### config.mk
export PLATFORM = sky130hd
export DESIGN_NAME = serial_echo_to_char_lcd
export DESIGN_NICKNAME = d
export VERILOG_FILES = /design/src/slcd_pkg.sv /design/src/serial_echo_to_char_lcd.sv /design/src/slcd_front.sv /design/src/slcd_queue.sv /design/src/slcd_back.sv
export SDC_FILE = /design/constraint.sdc
export NUM_CORES = 1
export LEC_CHECK = 0
export CORE_MARGIN = 2
export CORE_UTILIZATION = 35
export DETAILED_ROUTE_END_ITERATION = 10
export DONT_BUFFER_PORTS = 1
export GPL_TIMING_DRIVEN = 0
export PLACE_DENSITY = 0.48
export SYNTH_ARGS = -nofsm -noshare
export SYNTH_HDL_FRONTEND = slang
export SYNTH_HIERARCHICAL = 1
export SYNTH_SLANG_ARGS = --single-unit
### constraint.sdc
create_clock -name clk -period 4.05 [get_ports clk]
set_clock_uncertainty 0.1 [all_clocks]
set_input_delay 0.2025 -clock clk [delete_from_list [all_inputs] [get_ports clk]]
set_output_delay 0.2025 -clock clk [all_outputs]
set_load 0.01 [all_outputs]
### src/slcd_pkg.sv
package slcd_pkg;

  localparam int ROW_CELLS_DEF   = 16;
  localparam int TOTAL_CELLS_DEF = 32;

  localparam logic [7:0] PRINT_LOW  = 8'h20;
  localparam logic [7:0] PRINT_HIGH = 8'h7E;
  localparam logic [7:0] ROW0_BASE  = 8'h80;
  localparam logic [7:0] ROW1_BASE  = 8'hC0;
  localparam logic [7:0] CMD_CLEAR  = 8'h01;
  localparam logic [7:0] HIGH_MASK  = 8'hF0;

  localparam logic KIND_ECHO = 1'b0;
  localparam logic KIND_LCD  = 1'b1;
  localparam logic RS_CMD    = 1'b0;
  localparam logic RS_DATA   = 1'b1;

  localparam int QUEUE_DEPTH = 2;

  typedef struct packed {
    logic [7:0] char_code;
    logic [7:0] addr;
    logic       clear;
  } job_t;

  typedef enum logic [2:0] {
    STEP_ECHO,
    STEP_ADDR_HI,
    STEP_ADDR_LO,
    STEP_CHAR_HI,
    STEP_CHAR_LO,
    STEP_CLR_HI,
    STEP_CLR_LO
  } step_t;

  function automatic logic [3:0] high_nibble(input logic [7:0] b);
    logic [7:0] m;
    m = b & HIGH_MASK;
    return m[7:4];
  endfunction

endpackage

### src/serial_echo_to_char_lcd.sv
// Serial echo to 4-bit character LCD writer. One received byte is taken per
// transaction on the rx channel; a byte outside 0x20..0x7E is consumed without
// stalling and produces nothing. A printable byte produces an echo result, the
// set-address command for the cursor cell as two command nibbles, the
// character as two data nibbles, and, when the cursor wraps to cell 0, the
// clear command as two more nibbles; last marks the final result. The output
// stage issues one result per cycle while res_stall is low. The rx side
// classifies bytes combinationally, tracks the cursor and hands work to a
// two-entry queue, so new bytes keep being accepted while results are still
// draining or stalled, until the queue is full and a printable byte stalls.
module serial_echo_to_char_lcd #(
  parameter int ROW_CELLS   = slcd_pkg::ROW_CELLS_DEF,
  parameter int TOTAL_CELLS = slcd_pkg::TOTAL_CELLS_DEF
) (
  input  logic       clk,
  input  logic       rst,
  input  logic       rx_valid,
  output logic       rx_stall,
  input  logic [7:0] rx_byte,
  output logic       res_valid,
  input  logic       res_stall,
  output logic       kind,
  output logic [7:0] echo_byte,
  output logic       register_select,
  output logic [3:0] nibble,
  output logic       last
);
  import slcd_pkg::*;

  logic q_full;
  logic q_push;
  logic q_head_valid;
  logic q_pop;
  job_t q_in;
  job_t q_head;

  slcd_front #(
    .ROW_CELLS  (ROW_CELLS),
    .TOTAL_CELLS(TOTAL_CELLS)
  ) u_front (
    .clk     (clk),
    .rst     (rst),
    .rx_valid(rx_valid),
    .rx_stall(rx_stall),
    .rx_byte (rx_byte),
    .q_full  (q_full),
    .q_push  (q_push),
    .q_data  (q_in)
  );

  slcd_queue u_queue (
    .clk       (clk),
    .rst       (rst),
    .push      (q_push),
    .push_data (q_in),
    .full      (q_full),
    .head_valid(q_head_valid),
    .head      (q_head),
    .pop       (q_pop)
  );

  slcd_back u_back (
    .clk            (clk),
    .rst            (rst),
    .head_valid     (q_head_valid),
    .head           (q_head),
    .pop            (q_pop),
    .res_valid      (res_valid),
    .res_stall      (res_stall),
    .kind           (kind),
    .echo_byte      (echo_byte),
    .register_select(register_select),
    .nibble         (nibble),
    .last           (last)
  );

endmodule

### src/slcd_front.sv
module slcd_front #(
  parameter int ROW_CELLS   = slcd_pkg::ROW_CELLS_DEF,
  parameter int TOTAL_CELLS = slcd_pkg::TOTAL_CELLS_DEF
) (
  input  logic             clk,
  input  logic             rst,
  input  logic             rx_valid,
  output logic             rx_stall,
  input  logic [7:0]       rx_byte,
  input  logic             q_full,
  output logic             q_push,
  output slcd_pkg::job_t   q_data
);
  import slcd_pkg::*;

  localparam int CW = (TOTAL_CELLS > 1) ? $clog2(TOTAL_CELLS) : 1;

  logic [CW-1:0] cursor;
  logic [CW-1:0] cursor_next;
  logic [CW:0]   cursor_inc;
  logic [7:0]    cell8;
  logic          printable;
  logic          wrap;

  assign printable = (rx_byte >= PRINT_LOW) && (rx_byte <= PRINT_HIGH);
  assign rx_stall  = printable && q_full;
  assign q_push    = rx_valid && printable && !q_full;

  assign cursor_inc = {1'b0, cursor} + (CW+1)'(1);
  assign wrap       = cursor_inc >= (CW+1)'(TOTAL_CELLS);
  assign cursor_next = wrap ? '0 : cursor_inc[CW-1:0];
  assign cell8       = 8'(cursor);

  always_comb begin
    q_data.char_code = rx_byte;
    q_data.clear     = wrap;
    if (cell8 < 8'(ROW_CELLS)) begin
      q_data.addr = ROW0_BASE + cell8;
    end else begin
      q_data.addr = ROW1_BASE + cell8 - 8'(ROW_CELLS);
    end
  end

  always_ff @(posedge clk) begin
    if (rst) begin
      cursor <= '0;
    end else if (q_push) begin
      cursor <= cursor_next;
    end
  end

endmodule

### src/slcd_queue.sv
module slcd_queue (
  input  logic           clk,
  input  logic           rst,
  input  logic           push,
  input  slcd_pkg::job_t push_data,
  output logic           full,
  output logic           head_valid,
  output slcd_pkg::job_t head,
  input  logic           pop
);
  import slcd_pkg::*;

  localparam int PW = (QUEUE_DEPTH > 1) ? $clog2(QUEUE_DEPTH) : 1;
  localparam int CNT_W = $clog2(QUEUE_DEPTH + 1);

  job_t             slots [QUEUE_DEPTH];
  logic [PW-1:0]    wr_ptr;
  logic [PW-1:0]    rd_ptr;
  logic [CNT_W-1:0] count;
  logic             do_pop;

  assign full       = count == CNT_W'(QUEUE_DEPTH);
  assign head_valid = count != '0;
  assign head       = slots[rd_ptr];
  assign do_pop     = pop && head_valid;

  always_ff @(posedge clk) begin
    if (push) begin
      slots[wr_ptr] <= push_data;
    end
  end

  always_ff @(posedge clk) begin
    if (rst) begin
      wr_ptr <= '0;
      rd_ptr <= '0;
      count  <= '0;
    end else begin
      if (push) begin
        wr_ptr <= (wr_ptr == PW'(QUEUE_DEPTH - 1)) ? '0 : wr_ptr + PW'(1);
      end
      if (do_pop) begin
        rd_ptr <= (rd_ptr == PW'(QUEUE_DEPTH - 1)) ? '0 : rd_ptr + PW'(1);
      end
      if (push && !do_pop) begin
        count <= count + CNT_W'(1);
      end else if (do_pop && !push) begin
        count <= count - CNT_W'(1);
      end
    end
  end

endmodule

### src/slcd_back.sv
module slcd_back (
  input  logic           clk,
  input  logic           rst,
  input  logic           head_valid,
  input  slcd_pkg::job_t head,
  output logic           pop,
  output logic           res_valid,
  input  logic           res_stall,
  output logic           kind,
  output logic [7:0]     echo_byte,
  output logic           register_select,
  output logic [3:0]     nibble,
  output logic           last
);
  import slcd_pkg::*;

  step_t      step;
  step_t      step_next;
  logic       load;
  logic       r_kind;
  logic [7:0] r_echo;
  logic       r_rs;
  logic [3:0] r_nib;
  logic       r_last;

  assign load = head_valid && (!res_valid || !res_stall);
  assign pop  = load && r_last;

  always_comb begin
    r_kind    = KIND_LCD;
    r_echo    = '0;
    r_rs      = RS_CMD;
    r_nib     = '0;
    r_last    = 1'b0;
    step_next = STEP_ECHO;
    case (step)
      STEP_ECHO: begin
        r_kind    = KIND_ECHO;
        r_echo    = head.char_code;
        step_next = STEP_ADDR_HI;
      end
      STEP_ADDR_HI: begin
        r_nib     = high_nibble(head.addr);
        step_next = STEP_ADDR_LO;
      end
      STEP_ADDR_LO: begin
        r_nib     = head.addr[3:0];
        step_next = STEP_CHAR_HI;
      end
      STEP_CHAR_HI: begin
        r_rs      = RS_DATA;
        r_nib     = high_nibble(head.char_code);
        step_next = STEP_CHAR_LO;
      end
      STEP_CHAR_LO: begin
        r_rs      = RS_DATA;
        r_nib     = head.char_code[3:0];
        r_last    = !head.clear;
        step_next = head.clear ? STEP_CLR_HI : STEP_ECHO;
      end
      STEP_CLR_HI: begin
        r_nib     = high_nibble(CMD_CLEAR);
        step_next = STEP_CLR_LO;
      end
      STEP_CLR_LO: begin
        r_nib     = CMD_CLEAR[3:0];
        r_last    = 1'b1;
        step_next = STEP_ECHO;
      end
      default: begin
        step_next = STEP_ECHO;
      end
    endcase
  end

  always_ff @(posedge clk) begin
    if (rst) begin
      step      <= STEP_ECHO;
      res_valid <= 1'b0;
    end else if (load) begin
      step      <= step_next;
      res_valid <= 1'b1;
    end else if (!res_stall) begin
      res_valid <= 1'b0;
    end
  end

  always_ff @(posedge clk) begin
    if (load) begin
      kind            <= r_kind;
      echo_byte       <= r_echo;
      register_select <= r_rs;
      nibble          <= r_nib;
      last            <= r_last;
    end
  end

endmodule
Yosys cells after proc, flatten, opt, wreduce, memory -nomap -nowiden
Memory sizes are Yosys's and may differ from the RTL's. A register that Yosys moved wholly into a read port is not among the register bits.
Cells that the tools add are included.
- mux-type cells: 18
- add/subtract/negate cells: 8
- reduce and logical (&&, ||, !) cells: 20
- order comparisons: 4
- equal/unequal tests: 8
- operators by type and width (cell ; number):
    4-bit one-hot mux with 5 select lines ; 1
    3-bit one-hot mux with 6 select lines ; 1
    1-bit two-way mux ; 10
    3-bit == test, second input constant ; 3
    1-bit logical AND ; 9
    7-bit by 6-bit adder with 8-bit output, first input constant ; 1
    8-bit by 5-bit adder with 8-bit output, first input constant ; 1
    8-bit by 6-bit >= comparator with 1-bit output, second input constant ; 1
    8-bit by 7-bit <= comparator with 1-bit output, second input constant ; 1
    8-bit two-way mux ; 1
    8-bit by 5-bit subtractor with 8-bit output, second input constant ; 1
    5-bit by 1-bit adder with 6-bit output, second input constant ; 1
    3-bit by 2-bit == test with 1-bit output, second input constant ; 2
    6-bit >= comparator, second input constant ; 1
    1-bit logical NOT ; 6
    5-bit < comparator, second input constant ; 1
    5-bit two-way mux ; 1
    2-bit two-way mux ; 2
    2-bit nonzero test ; 2
    3-bit by 1-bit == test with 1-bit output, second input constant ; 1
    3-bit logical NOT ; 1
    3-bit two-way mux ; 1
    1-bit adder, second input constant ; 2
    2-bit by 1-bit adder with 2-bit output, second input constant ; 1
    6 further kinds ; 6
- word-level logic and storage cells: 70
- input bits: 12
- memory bits (writable): 34
- bits in registers: 28
- output and inout bits: 17
- memories kept: 1
- memory list (memory ; depth ; bits a word ; read ports ; clocked after Yosys merged registers in ; write ports ; line ; source):
    u_queue.slots ; 2 ; 17 ; 1 ; 1 ; 1 ; slcd_queue.sv:16 ; job_t slots [QUEUE_DEPTH];

Logic depth before layout (Yosys ltp)
Gate-level depths: netlist (run 1).
- depth in word-level cells: 8
- mapped depth: 9
- gate-level depth less buffers: 8

Cells and area by module
Netlist (run 1), hierarchy kept.
- modules (own cells, without submodules) (module ; sequential area each (um2) ; times used ; area an instance (um2) ; cells an instance):
    slcd_queue ; 1121.1 ; 1 ; 1436.4 ; 75
    slcd_back ; 530.5 ; 1 ; 854.6 ; 73
    slcd_front ; 100.1 ; 1 ; 410.4 ; 52

Least setup slack after synthesis (run 1)
Ideal clock, no wire load.
- kind: register to register
- start: reg u_queue.count[0]
- end: mem u_queue/slots[0][0] in the netlist's numbering (enable)
- setup time: 0.392 ns
- cell stages (with the launch flop): 6
- path buffers: 0
- path slack: 1.730 ns
- arrival: 1.827 ns
- data required time: 3.558 ns
- period minus slack after synthesis: 2.320 ns
- path through: dfxtp_1 and2b_2 nor2b_2 o211ai_4 inv_1 nor2b_1
- cells in the longest elaborated chain, start to end: 5
- RTL lines (element ; line ; source):
    start: declaration ; slcd_queue.sv:19 ; logic [CNT_W-1:0] count;
    start signal: assignment ; slcd_queue.sv:46 ; count <= count + CNT_W'(1);
    start signal: assignment ; slcd_queue.sv:48 ; count <= count - CNT_W'(1);
    2-bit == test ; slcd_queue.sv:22 ; assign full = count == CNT_W'(QUEUE_DEPTH);
    named net q_full ; serial_echo_to_char_lcd.sv:30 ; logic q_full;
    1-bit logical NOT ; slcd_front.sv:27 ; assign q_push = rx_valid && printable && !q_full;
    1-bit logical AND ; slcd_front.sv:27 ;
    named net q_push ; serial_echo_to_char_lcd.sv:31 ; logic q_push;
    1-bit two-way mux ; slcd_queue.sv:28 ; if (push) begin
    1-bit two-way mux (not written as such) ; slcd_queue.sv:29 ; slots[wr_ptr] <= push_data;
    end: declaration ; slcd_queue.sv:16 ;
The timed path passes the listed nets, and every way through them passes these cells.

==> impl_metrics.env, run 1 <==
export IMPL_die_w_um=91.9
export IMPL_crit_end="u_queue/count[1]"
export IMPL_syn_to_final_growth_pct=15.0
export IMPL_max_freq_mhz=398
export IMPL_wl_met3_um=147
export IMPL_ys_types=40
export IMPL_crit_chain="buf_2, mux2_2, nor2b_1, nor4_1, o21ai_0, ha_1, or3_1, a21oi_1"
export IMPL_ys_ff_latch=63
export IMPL_fin_crit_sh=0.620
export IMPL_cpPeakStageDelay_ns=0.36
export IMPL_port_buffers=0
export IMPL_dp_hpwl_mm=3.11
export IMPL_gr_total_overflow=0
export IMPL_reg2reg_to="u_queue/count[1]"
export IMPL_gp_congestion=0.677
export IMPL_dpl_instance_area_mm2=0.00285
export IMPL_dieArea_mm2=0.00844
export IMPL_cts_sinks=63
export IMPL_path_max_fanout=8
export IMPL_status="completed"
export IMPL_h_tree_depth=3
export IMPL_start_util=0.355
export IMPL_hp_start="res_stall"
export IMPL_cts_buffers=9
export IMPL_post_drt_wl_per_cell_um=14.3
export IMPL_yosysWarnings=6
export IMPL_grt_start_max_net_pins=18
export IMPL_grt_pass1_vias=1549
export IMPL_met2WireLength_mm=2.17
export IMPL_drc_errors=0
export IMPL_cp_slowest_cell="ha_1"
export IMPL_clk_pin_slew_ns=0.07
export IMPL_num_rows=32
export IMPL_grt_use_total=0.124
export IMPL_clk_latency_ns=0.33
export IMPL_nNetsFinal=237
export IMPL_hold_viol=0
export IMPL_avgSynthCellArea_um2=13.5
export IMPL_startpoint_type="register"
export IMPL_vias=1499
export IMPL_r2r_slack_ns=1.54
export IMPL_drv_slew=0
export IMPL_maxCapViolCount=0
export IMPL_cp_arrival_ns=2.67
export IMPL_setup_viol=0
export IMPL_synth_edff_count=49
export IMPL_syn_instance_count=200
export IMPL_ys_async_sr_fraction=0
export IMPL_ant_nets=0
export IMPL_worst_pin_slew_ns=0.911
export IMPL_drive_above_1_share=0.246
export IMPL_powerDensity_mw_per_mm2=422
export IMPL_grt_first_pass_wirelength_mm=7.66
export IMPL_wl_met1_mm=2.29
export IMPL_drt_iter0_drc=50
export IMPL_n_antenna_cell=0
export IMPL_ir_worst_vdd_v=0.000115
export IMPL_clock_path_buffers=2
export IMPL_cp_end_kind="register"
export IMPL_drtPass1Iterations=4
export IMPL_cp_required_ns=4.21
export IMPL_crit_type="register to register"
export IMPL_setup_tns_ns=0
export IMPL_syn_area_mm2=0.00270
export IMPL_final_util=0.408
export IMPL_cts_root_buffer="clkbuf_8"
export IMPL_leakagePower_nw=1.09
export IMPL_routed_wl_mm=4.71
export IMPL_worst_hold_slack_ns=0.121
export IMPL_ys_seq_area_frac=0.648
export IMPL_fin_crit_ns=2.51
export IMPL_die_h_um=91.9
export IMPL_io_pin_count=29
export IMPL_hp_class="input port to register"
export IMPL_design_area_mm2=0.00311
export IMPL_post_cts_buffers=0
export IMPL_yosysMostFrequentCell="edfxtp_1"
export IMPL_ff2ff_path_depth=8
export IMPL_rsz0062_at_grt="no"
export IMPL_cts_tree="built"
export IMPL_fillers=741
export IMPL_synth_top_area_frac=0.545
export IMPL_slew_headroom=0.393
export IMPL_yosysTopAreaCell="edfxtp_1"
export IMPL_synth_top_flop_cell="edfxtp_1"
export IMPL_antenna_found_initial=0
export IMPL_yosys_top_cells_count="49 x edfxtp_1, 17 x mux2_2, 14 x dfxtp_1, 13 x buf_4"
export IMPL_avgViaCountPerCell=4.54
export IMPL_core_mm2=0.00761
export IMPL_dr_max_layer_used="met4"
export IMPL_synthTopCellsByArea="edfxtp_1 54%, dfxtp_1 10%, mux2_2 7.1%"
[worst min-delay path by stage]
stage,cells after the start,to,slack (ns)
2_1_floorplan,1,u_back/step[0],0.17
3_3_place_gp,1,u_back/step[0],0.17
3_5_place_dp,1,u_back/step[2],0.18
4_1_cts,3,u_back/step[0],0.11
5_1_grt,3,u_back/step[0],0.16
6_report,3,u_back/step[0],0.12
[routing by layer]
layer / GRT usage / up-vias
li1: - / 756
met1: 0.157 / 702
met2: 0.186 / 33
met3: 0.0353 / 8
met4: 0.0784 / 0
met5: 0 / -
[worst max-delay path: cells and delay by family, from the launching register on]
family / cells / cell delay, ns
simple gates: 3 / 0.76
compound gates: 2 / 0.36
fa+ha+maj: 1 / 0.36
mux: 1 / 0.35
flops: 1 / 0.30
buf+inv: 1 / 0.21
[layout by cell type (no fill, tap or decap), types with 7 or more instances in the layout]
cell type | netlist | routed
a21oi_1 | 9 | 9
and2_1 | 9 | 9
buf_4 | 13 | 13
clkbuf_8 | 0 | 9
dfxtp_1 | 14 | 14
dlygate4sd3_1 | 0 | 10
edfxtp_1 | 49 | 49
inv_1 | 9 | 9
mux2_2 | 17 | 17
nand2_1 | 9 | 9
nand3_1 | 7 | 7
nor2_1 | 8 | 8
o21ai_0 | 7 | 7
[report_power, final]
| group | internal (mW) | total, mW | leakage [nW] | switching, mW |
|---|---|---|---|---|
| clock | 0.213 | 0.441 | 0.0847 | 0.228 |
| combinational | 0.0486 | 0.107 | 0.433 | 0.0587 |
| sequential | 0.738 | 0.761 | 0.575 | 0.0224 |
| total | 1.00 | 1.31 | 1.09 | 0.309 |
[metrics by stage]
stage / setup slack [ns] / std cells / power (mW)
after global routing: 1.31 / 330 / 1.37
after global placement: 1.09 / 303 / 0.869
after detailed placement: 1.49 / 304 / 0.873
after floorplan: 1.73 / 201 / 0.848
final: 1.54 / 330 / 1.31
after CTS: 1.46 / 330 / 1.33
[kinds of logic after synthesis]
logic type,after synthesis,share of synthesized area
xor gates and xnor gates,5,0.0162
other,2,0.00278
and+or+nand+nor,53,0.109
AOI/OAI and AO/OA,28,0.0727
buffers and inverters,26,0.0560
muxes,21,0.0857
adders and majority gates,2,0.00926
DFF,63,0.648
[state kept, by name, summed over array words and instances, names as in the netlist, named ones only]
register and count:
u_queue/slots 34, u_back/echo_byte 8, u_front/cursor 5, u_back/nibble 4
u_back/step 3, u_queue/count 2, u_back/kind 1, u_back/last 1
u_back/register_select 1, u_back/res_valid 1, u_queue/rd_ptr 1, u_queue/wr_ptr 1
[cell type report]
cell class / instances / area [um^2] / area share
clock buffer: 10 / 128 / 0.0411
sequential: 63 / 1750 / 0.564
buffer: 17 / 118 / 0.0379
multi-input combinational: 112 / 805 / 0.259
inverter: 9 / 33.8 / 0.0109
clock inverter: 6 / 27.5 / 0.00886
tap: 102 / 128 / 0.0411
timing repair buffer: 11 / 115 / 0.0371
[timing repair]
action	4_1_cts	5_1_grt
hold buffers	10	0
resized for setup	0	0
hold endpoints to repair	30	0
No activity file was read; power rests on OpenSTA's default activity.
==> run 2: changes to the inputs <==
==> constraint.sdc (replaced) <==
create_clock -name clk -period 2.61 [get_ports clk]
set_clock_uncertainty 0.1 [all_clocks]
set_input_delay 0.1305 -clock clk [delete_from_list [all_inputs] [get_ports clk]]
set_output_delay 0.1305 -clock clk [all_outputs]
set_load 0.01 [all_outputs]
==> impl_metrics.env, run 2 (synthesized netlist as in run 1, its figures left out) <==
export IMPL_p_total_mw=2.03
export IMPL_layout_commonest_cell="edfxtp_1"
export IMPL_die_w_um=91.9
export IMPL_drive_above_1_share=0.250
export IMPL_cp_arrival_ns=2.55
export IMPL_die_h_um=91.9
export IMPL_cp_buffers_inverters=1
export IMPL_status="completed"
export IMPL_top_regs="u_queue/slots: 34 flops, u_back/echo_byte: 8 flops, u_front/cursor: 5 flops"
export IMPL_ant_nets=0
export IMPL_gp_congestion=0.677
export IMPL_dieArea_mm2=0.00844
export IMPL_hold_viol=0
export IMPL_powerDensity_mw_per_mm2=653
export IMPL_rsz0062_at_grt="no"
export IMPL_n_antenna_cell=0
export IMPL_cts_tree="built"
export IMPL_num_rows=32
export IMPL_start_util=0.355
export IMPL_fin_crit_ns=2.39
export IMPL_hold_end="u_back/step[0]"
export IMPL_regMostFlops="u_queue/slots"
export IMPL_drtPass1Iterations=4
export IMPL_design_area_mm2=0.00311
export IMPL_cts_root_buffer="clkbuf_8"
export IMPL_final_cell_mix="49 x edfxtp_1, 17 x mux2_2, 14 x dfxtp_1"
export IMPL_port_buffers=0
export IMPL_routed_wl_mm=4.70
export IMPL_stdcell_count=330
export IMPL_drc_errors=0
export IMPL_crit_chain="buf_2, mux2_2, nor2b_1, nor4_2, o21ai_1, ha_1, or3_1, a21oi_1"
export IMPL_cts_sinks=63
export IMPL_place_inst=304
export IMPL_grt_use_total=0.124
export IMPL_drv_slew=0
export IMPL_fillers=741
export IMPL_worst_hold_slack_ns=0.0520
export IMPL_pwr_share_comb=0.082
export IMPL_maxCapViolCount=0
export IMPL_max_freq_mhz=419
export IMPL_core_mm2=0.00761
export IMPL_nNetsFinal=237
export IMPL_critPathTopFamily="simple AND/OR/NAND/NOR gates"
export IMPL_holdPathStages=3
export IMPL_clk_latency_ns=0.33
export IMPL_switching_share=0.236
export IMPL_p_seq_frac=0.581
export IMPL_post_drt_wl_per_cell_um=14.2
export IMPL_drt_iter0_drc=48
export IMPL_syn_to_final_growth_pct=15.2
export IMPL_cp_required_ns=2.77
export IMPL_path_max_fanout=8
export IMPL_cpPeakStageDelay_ns=0.36
export IMPL_final_util=0.409
export IMPL_worst_pin_slew_ns=0.911
export IMPL_startpoint_type="register"
export IMPL_vias=1493
export IMPL_antenna_found_initial=0
export IMPL_clock_path_buffers=2
export IMPL_hp_class="input port to register"
export IMPL_largest_reg_flops=34
export IMPL_seqCellArea_mm2=0.00175
export IMPL_dp_hpwl_mm=3.11
export IMPL_fin_crit_sh=0.915
export IMPL_slew_headroom=0.393
export IMPL_hp_start="res_stall"
export IMPL_cp_end_kind="register"
export IMPL_io_pin_count=29
export IMPL_switching_power_mw=0.480
export IMPL_grt_start_max_net_pins=18
export IMPL_cp_slowest_cell="or3_1"
export IMPL_clk_pin_slew_ns=0.07
export IMPL_post_cts_buffers=0
export IMPL_crit_type="register to register"
export IMPL_dpl_instance_area_mm2=0.00285
export IMPL_setup_viol=0
export IMPL_grt_pass1_vias=1549
export IMPL_intPower_mw=1.55
export IMPL_multi_input_area_um2=811
export IMPL_r2r_slack_ns=0.22
export IMPL_grt_first_pass_wirelength_mm=7.66
export IMPL_gr_total_overflow=0
export IMPL_reg2reg_to="u_queue/count[1]"
export IMPL_p_clk_frac=0.337
export IMPL_cts_buffers=9
export IMPL_h_tree_depth=3
export IMPL_avgViaCountPerCell=4.52
export IMPL_ff2ff_path_depth=8
export IMPL_ir_worst_vdd_v=0.000179
export IMPL_leakagePower_nw=1.09
-- run 2: changes by cell type in the layout (fill, tap and decap cells not counted) --
cell / change
nor4_1: -1
nor4_2: +1
o21ai_1: +1
o21ai_0: -1
-- run 2: power groups by stage --
stage / sequential (mW) / combinational, mW / clock, mW
6_report: 1.18 / 0.167 / 0.684
5_1_grt: 1.19 / 0.188 / 0.751
4_1_cts: 1.18 / 0.169 / 0.710
3_5_place_dp: 1.20 / 0.152 / 0
3_3_place_gp: 1.20 / 0.147 / 0
2_1_floorplan: 1.20 / 0.119 / 0
-- run 2: per-layer routing --
layer | share of wire | GRT usage | wire length, um | vias to the layer above
met3 | 0.030 | 0.0353 | 140 | 8
li1 | - | - | - | 757
met5 | 0 | 0 | 0 | -
met1 | 0.49 | 0.157 | 2290 | 697
met4 | 0.022 | 0.0784 | 104 | 0
met2 | 0.46 | 0.186 | 2170 | 31
-- run 2: worst reg2reg max path, stage by stage, from the launching register on --
cell     delay [ns]
dfxtp_1        0.30
buf_2          0.21
mux2_2         0.36
nor2b_1        0.17
nor4_2         0.19
o21ai_1        0.15
ha_1           0.34
or3_1          0.36
a21oi_1        0.14
-- run 2: how the worst max path moves through the flow --
| stage | slack [ns] | to | cells after the start |
|---|---|---|---|
| final | 0.22 | u_queue/count[1] | 8 |
| after global routing | 0.03 | u_queue/count[1] | 8 |
| after CTS | 0.02 | u_queue/count[1] | 8 |
| after detailed placement | 0.05 | u_queue/count[1] | 8 |
| after global placement | -0.35 | u_queue/slots[0][5] | 5 |
| after floorplan | 0.29 | u_queue/slots[0][0] | 5 |
-- run 2: layout make-up --
class,count,area share
Timing Repair Buffer,11,0.0370
Tap cell,102,0.0410
Multi-Input combinational cell,112,0.261
Inverter,9,0.0109
Buffer,17,0.0378
Clock inverter,6,0.00885
Sequential cell,63,0.563
Clock buffer,10,0.0410
-- run 2: metrics by stage --
step                      setup WS [ns]  TNS (ns)
after floorplan                   0.290         0
after global placement           -0.349     -5.93
after detailed placement         0.0545         0
after CTS                        0.0210         0
after global routing             0.0294         0
final                             0.222         0
-- run 2: timing repair --
item | CTS | global route
resized for setup | 0 | 2
hold endpoints to repair | 30 | 0
hold buffers | 10 | 0
setup endpoints to repair | 0 | 1
==> run 3: changes to the inputs <==
--- a/config.mk
+++ b/config.mk
@@ -6,11 +6,11 @@
 export NUM_CORES = 1
 export LEC_CHECK = 0
 export CORE_MARGIN = 2
-export CORE_UTILIZATION = 35
+export CORE_UTILIZATION = 28
 export DETAILED_ROUTE_END_ITERATION = 10
 export DONT_BUFFER_PORTS = 1
 export GPL_TIMING_DRIVEN = 0
-export PLACE_DENSITY = 0.48
+export PLACE_DENSITY = 0.4
 export SYNTH_ARGS = -nofsm -noshare
 export SYNTH_HDL_FRONTEND = slang
 export SYNTH_HIERARCHICAL = 1
==> constraint.sdc (replaced) <==
create_clock -name clk -period 2.32 [get_ports clk]
set_clock_uncertainty 0.1 [all_clocks]
set_input_delay 0.348 -clock clk [delete_from_list [all_inputs] [get_ports clk]]
set_output_delay 0.348 -clock clk [all_outputs]
set_load 0.01 [all_outputs]
==> impl_metrics.env, run 3 (synthesized netlist as in run 1, its figures left out) <==
export IMPL_regMostFlops="u_queue/slots"
export IMPL_clk_latency_ns=0.33
export IMPL_maxCapViolCount=0
export IMPL_crit_end="u_queue/count[1]"
export IMPL_design_area_mm2=0.00324
export IMPL_p_clk_frac=0.364
export IMPL_place_inst=331
export IMPL_powerDensity_mw_per_mm2=744
export IMPL_layout_setup_ws_ns=0.132
export IMPL_hp_class="input port to register"
export IMPL_p_total_mw=2.41
export IMPL_crit_type="register to register"
export IMPL_layout_commonest_cell="edfxtp_1"
export IMPL_switching_power_mw=0.540
export IMPL_pwr_share_comb=0.084
export IMPL_vias=1513
export IMPL_port_buffers=0
export IMPL_post_drt_wl_per_cell_um=13.5
export IMPL_fin_crit_sh=0.943
export IMPL_dp_hpwl_mm=3.32
export IMPL_dieArea_mm2=0.0104
export IMPL_n_antenna_cell=0
export IMPL_grt_start_max_net_pins=18
export IMPL_switching_share=0.224
export IMPL_grt_first_pass_wirelength_mm=7.96
export IMPL_ff2ff_path_depth=9
export IMPL_clk_pin_slew_ns=0.07
export IMPL_max_freq_mhz=457
export IMPL_setup_tns_ns=0
export IMPL_io_pin_count=29
export IMPL_reg2reg_to="u_queue/count[1]"
export IMPL_dp_slack_ns=-0.239
export IMPL_gr_total_overflow=0
export IMPL_hold_viol=0
export IMPL_startpoint_type="register"
export IMPL_cp_required_ns=2.49
export IMPL_gp_congestion=0.717
export IMPL_avgViaCountPerCell=4.20
export IMPL_setup_viol=0
export IMPL_die_h_um=102
export IMPL_drc_errors=0
export IMPL_grt_pass1_vias=1470
export IMPL_h_tree_depth=3
export IMPL_cts_buffers=9
export IMPL_rsz0062_at_grt="no"
export IMPL_final_util=0.349
export IMPL_stdcell_count=360
export IMPL_cp_end_kind="register"
export IMPL_ir_worst_vdd_v=0.000204
export IMPL_r2r_slack_ns=0.13
export IMPL_start_util=0.291
export IMPL_cts_sinks=63
export IMPL_leakagePower_nw=1.14
export IMPL_grt_use_total=0.107
export IMPL_clock_path_buffers=2
export IMPL_final_cell_mix="49 x edfxtp_1, 18 x buf_4, 16 x mux2_2"
export IMPL_cts_root_buffer="clkbuf_8"
export IMPL_antenna_found_initial=0
export IMPL_cp_arrival_ns=2.36
export IMPL_top_regs="u_queue/slots: 34 flops, u_back/echo_byte: 8 flops, u_front/cursor: 5 flops"
export IMPL_ant_nets=0
export IMPL_num_rows=35
export IMPL_fin_crit_ns=2.19
export IMPL_intPower_mw=1.87
export IMPL_cts_tree="built"
export IMPL_dpl_instance_area_mm2=0.00288
export IMPL_drtPass1Iterations=4
export IMPL_die_w_um=102
export IMPL_drive_above_1_share=0.303
export IMPL_routed_wl_mm=4.86
export IMPL_nNetsFinal=240
export IMPL_drt_iter0_drc=36
export IMPL_largest_reg_flops=34
export IMPL_status="completed"
export IMPL_syn_to_final_growth_pct=19.8
export IMPL_drv_slew=0
export IMPL_p_seq_frac=0.552
export IMPL_path_max_fanout=4
export IMPL_worst_hold_slack_ns=0.0976
export IMPL_core_mm2=0.00928
-- run 3: power by group through the flow --
stage | registers [mW] | clock network [mW] | logic, mW
6_report | 1.33 | 0.877 | 0.202
4_1_cts | 1.33 | 0.907 | 0.183
5_1_grt | 1.34 | 0.972 | 0.232
3_5_place_dp | 1.35 | 0 | 0.172
2_1_floorplan | 1.35 | 0 | 0.134
3_3_place_gp | 1.35 | 0 | 0.169
-- run 3: critical path: stages (launching register included) --
cell	delay, ns
dfxtp_2	0.32
buf_6	0.11
mux2_4	0.28
nor2b_4	0.14
nor4_4	0.24
o21ai_2	0.11
ha_2	0.19
xor2_1	0.14
or3_4	0.37
a21oi_2	0.13
-- run 3: area by class of cell --
type                    count  area [um^2]
plain buffers              17          124
clock buffers              10          128
clock inverters             6         51.3
fillers                   941         6050
inverters                   9         37.5
multi-input cells         112          847
flip-flops and latches     63         1750
well taps                 129          161
repair buffers             14          133
-- run 3: what timing repair did --
action	4_1_cts	5_1_grt
hold buffers	7	1
resized for setup	4	12
setup buffers	0	5
gates cloned	0	0
pin swaps	0	3
hold endpoints to repair	12	5
setup endpoints to repair	19	4
-- run 3: worst min-delay path by stage --
stage / startpoint / endpoint / slack [ns] / cells after the start
finish: rx_byte[5] / u_queue/slots[1][14] / 0.1 / 1
global route: rx_byte[0] / u_queue/slots[0][9] / 0.07 / 1
CTS: rst / u_back/step[0] / -0.04 / 1
detailed placement: rst / u_back/step[2] / 0.32 / 1
global placement: rst / u_back/step[0] / 0.32 / 1
floorplan: rst / u_back/step[0] / 0.32 / 1
-- run 3: metal layers --
layer / track usage / part of all wire / wire length (um) / vias up
met5: 0 / 0 / 0 / -
met3: 0.0390 / 0.048 / 231 / 6
met2: 0.147 / 0.46 / 2240 / 33
met4: 0.0615 / 0.016 / 78 / 0
met1: 0.144 / 0.47 / 2300 / 713
li1: - / - / - / 761
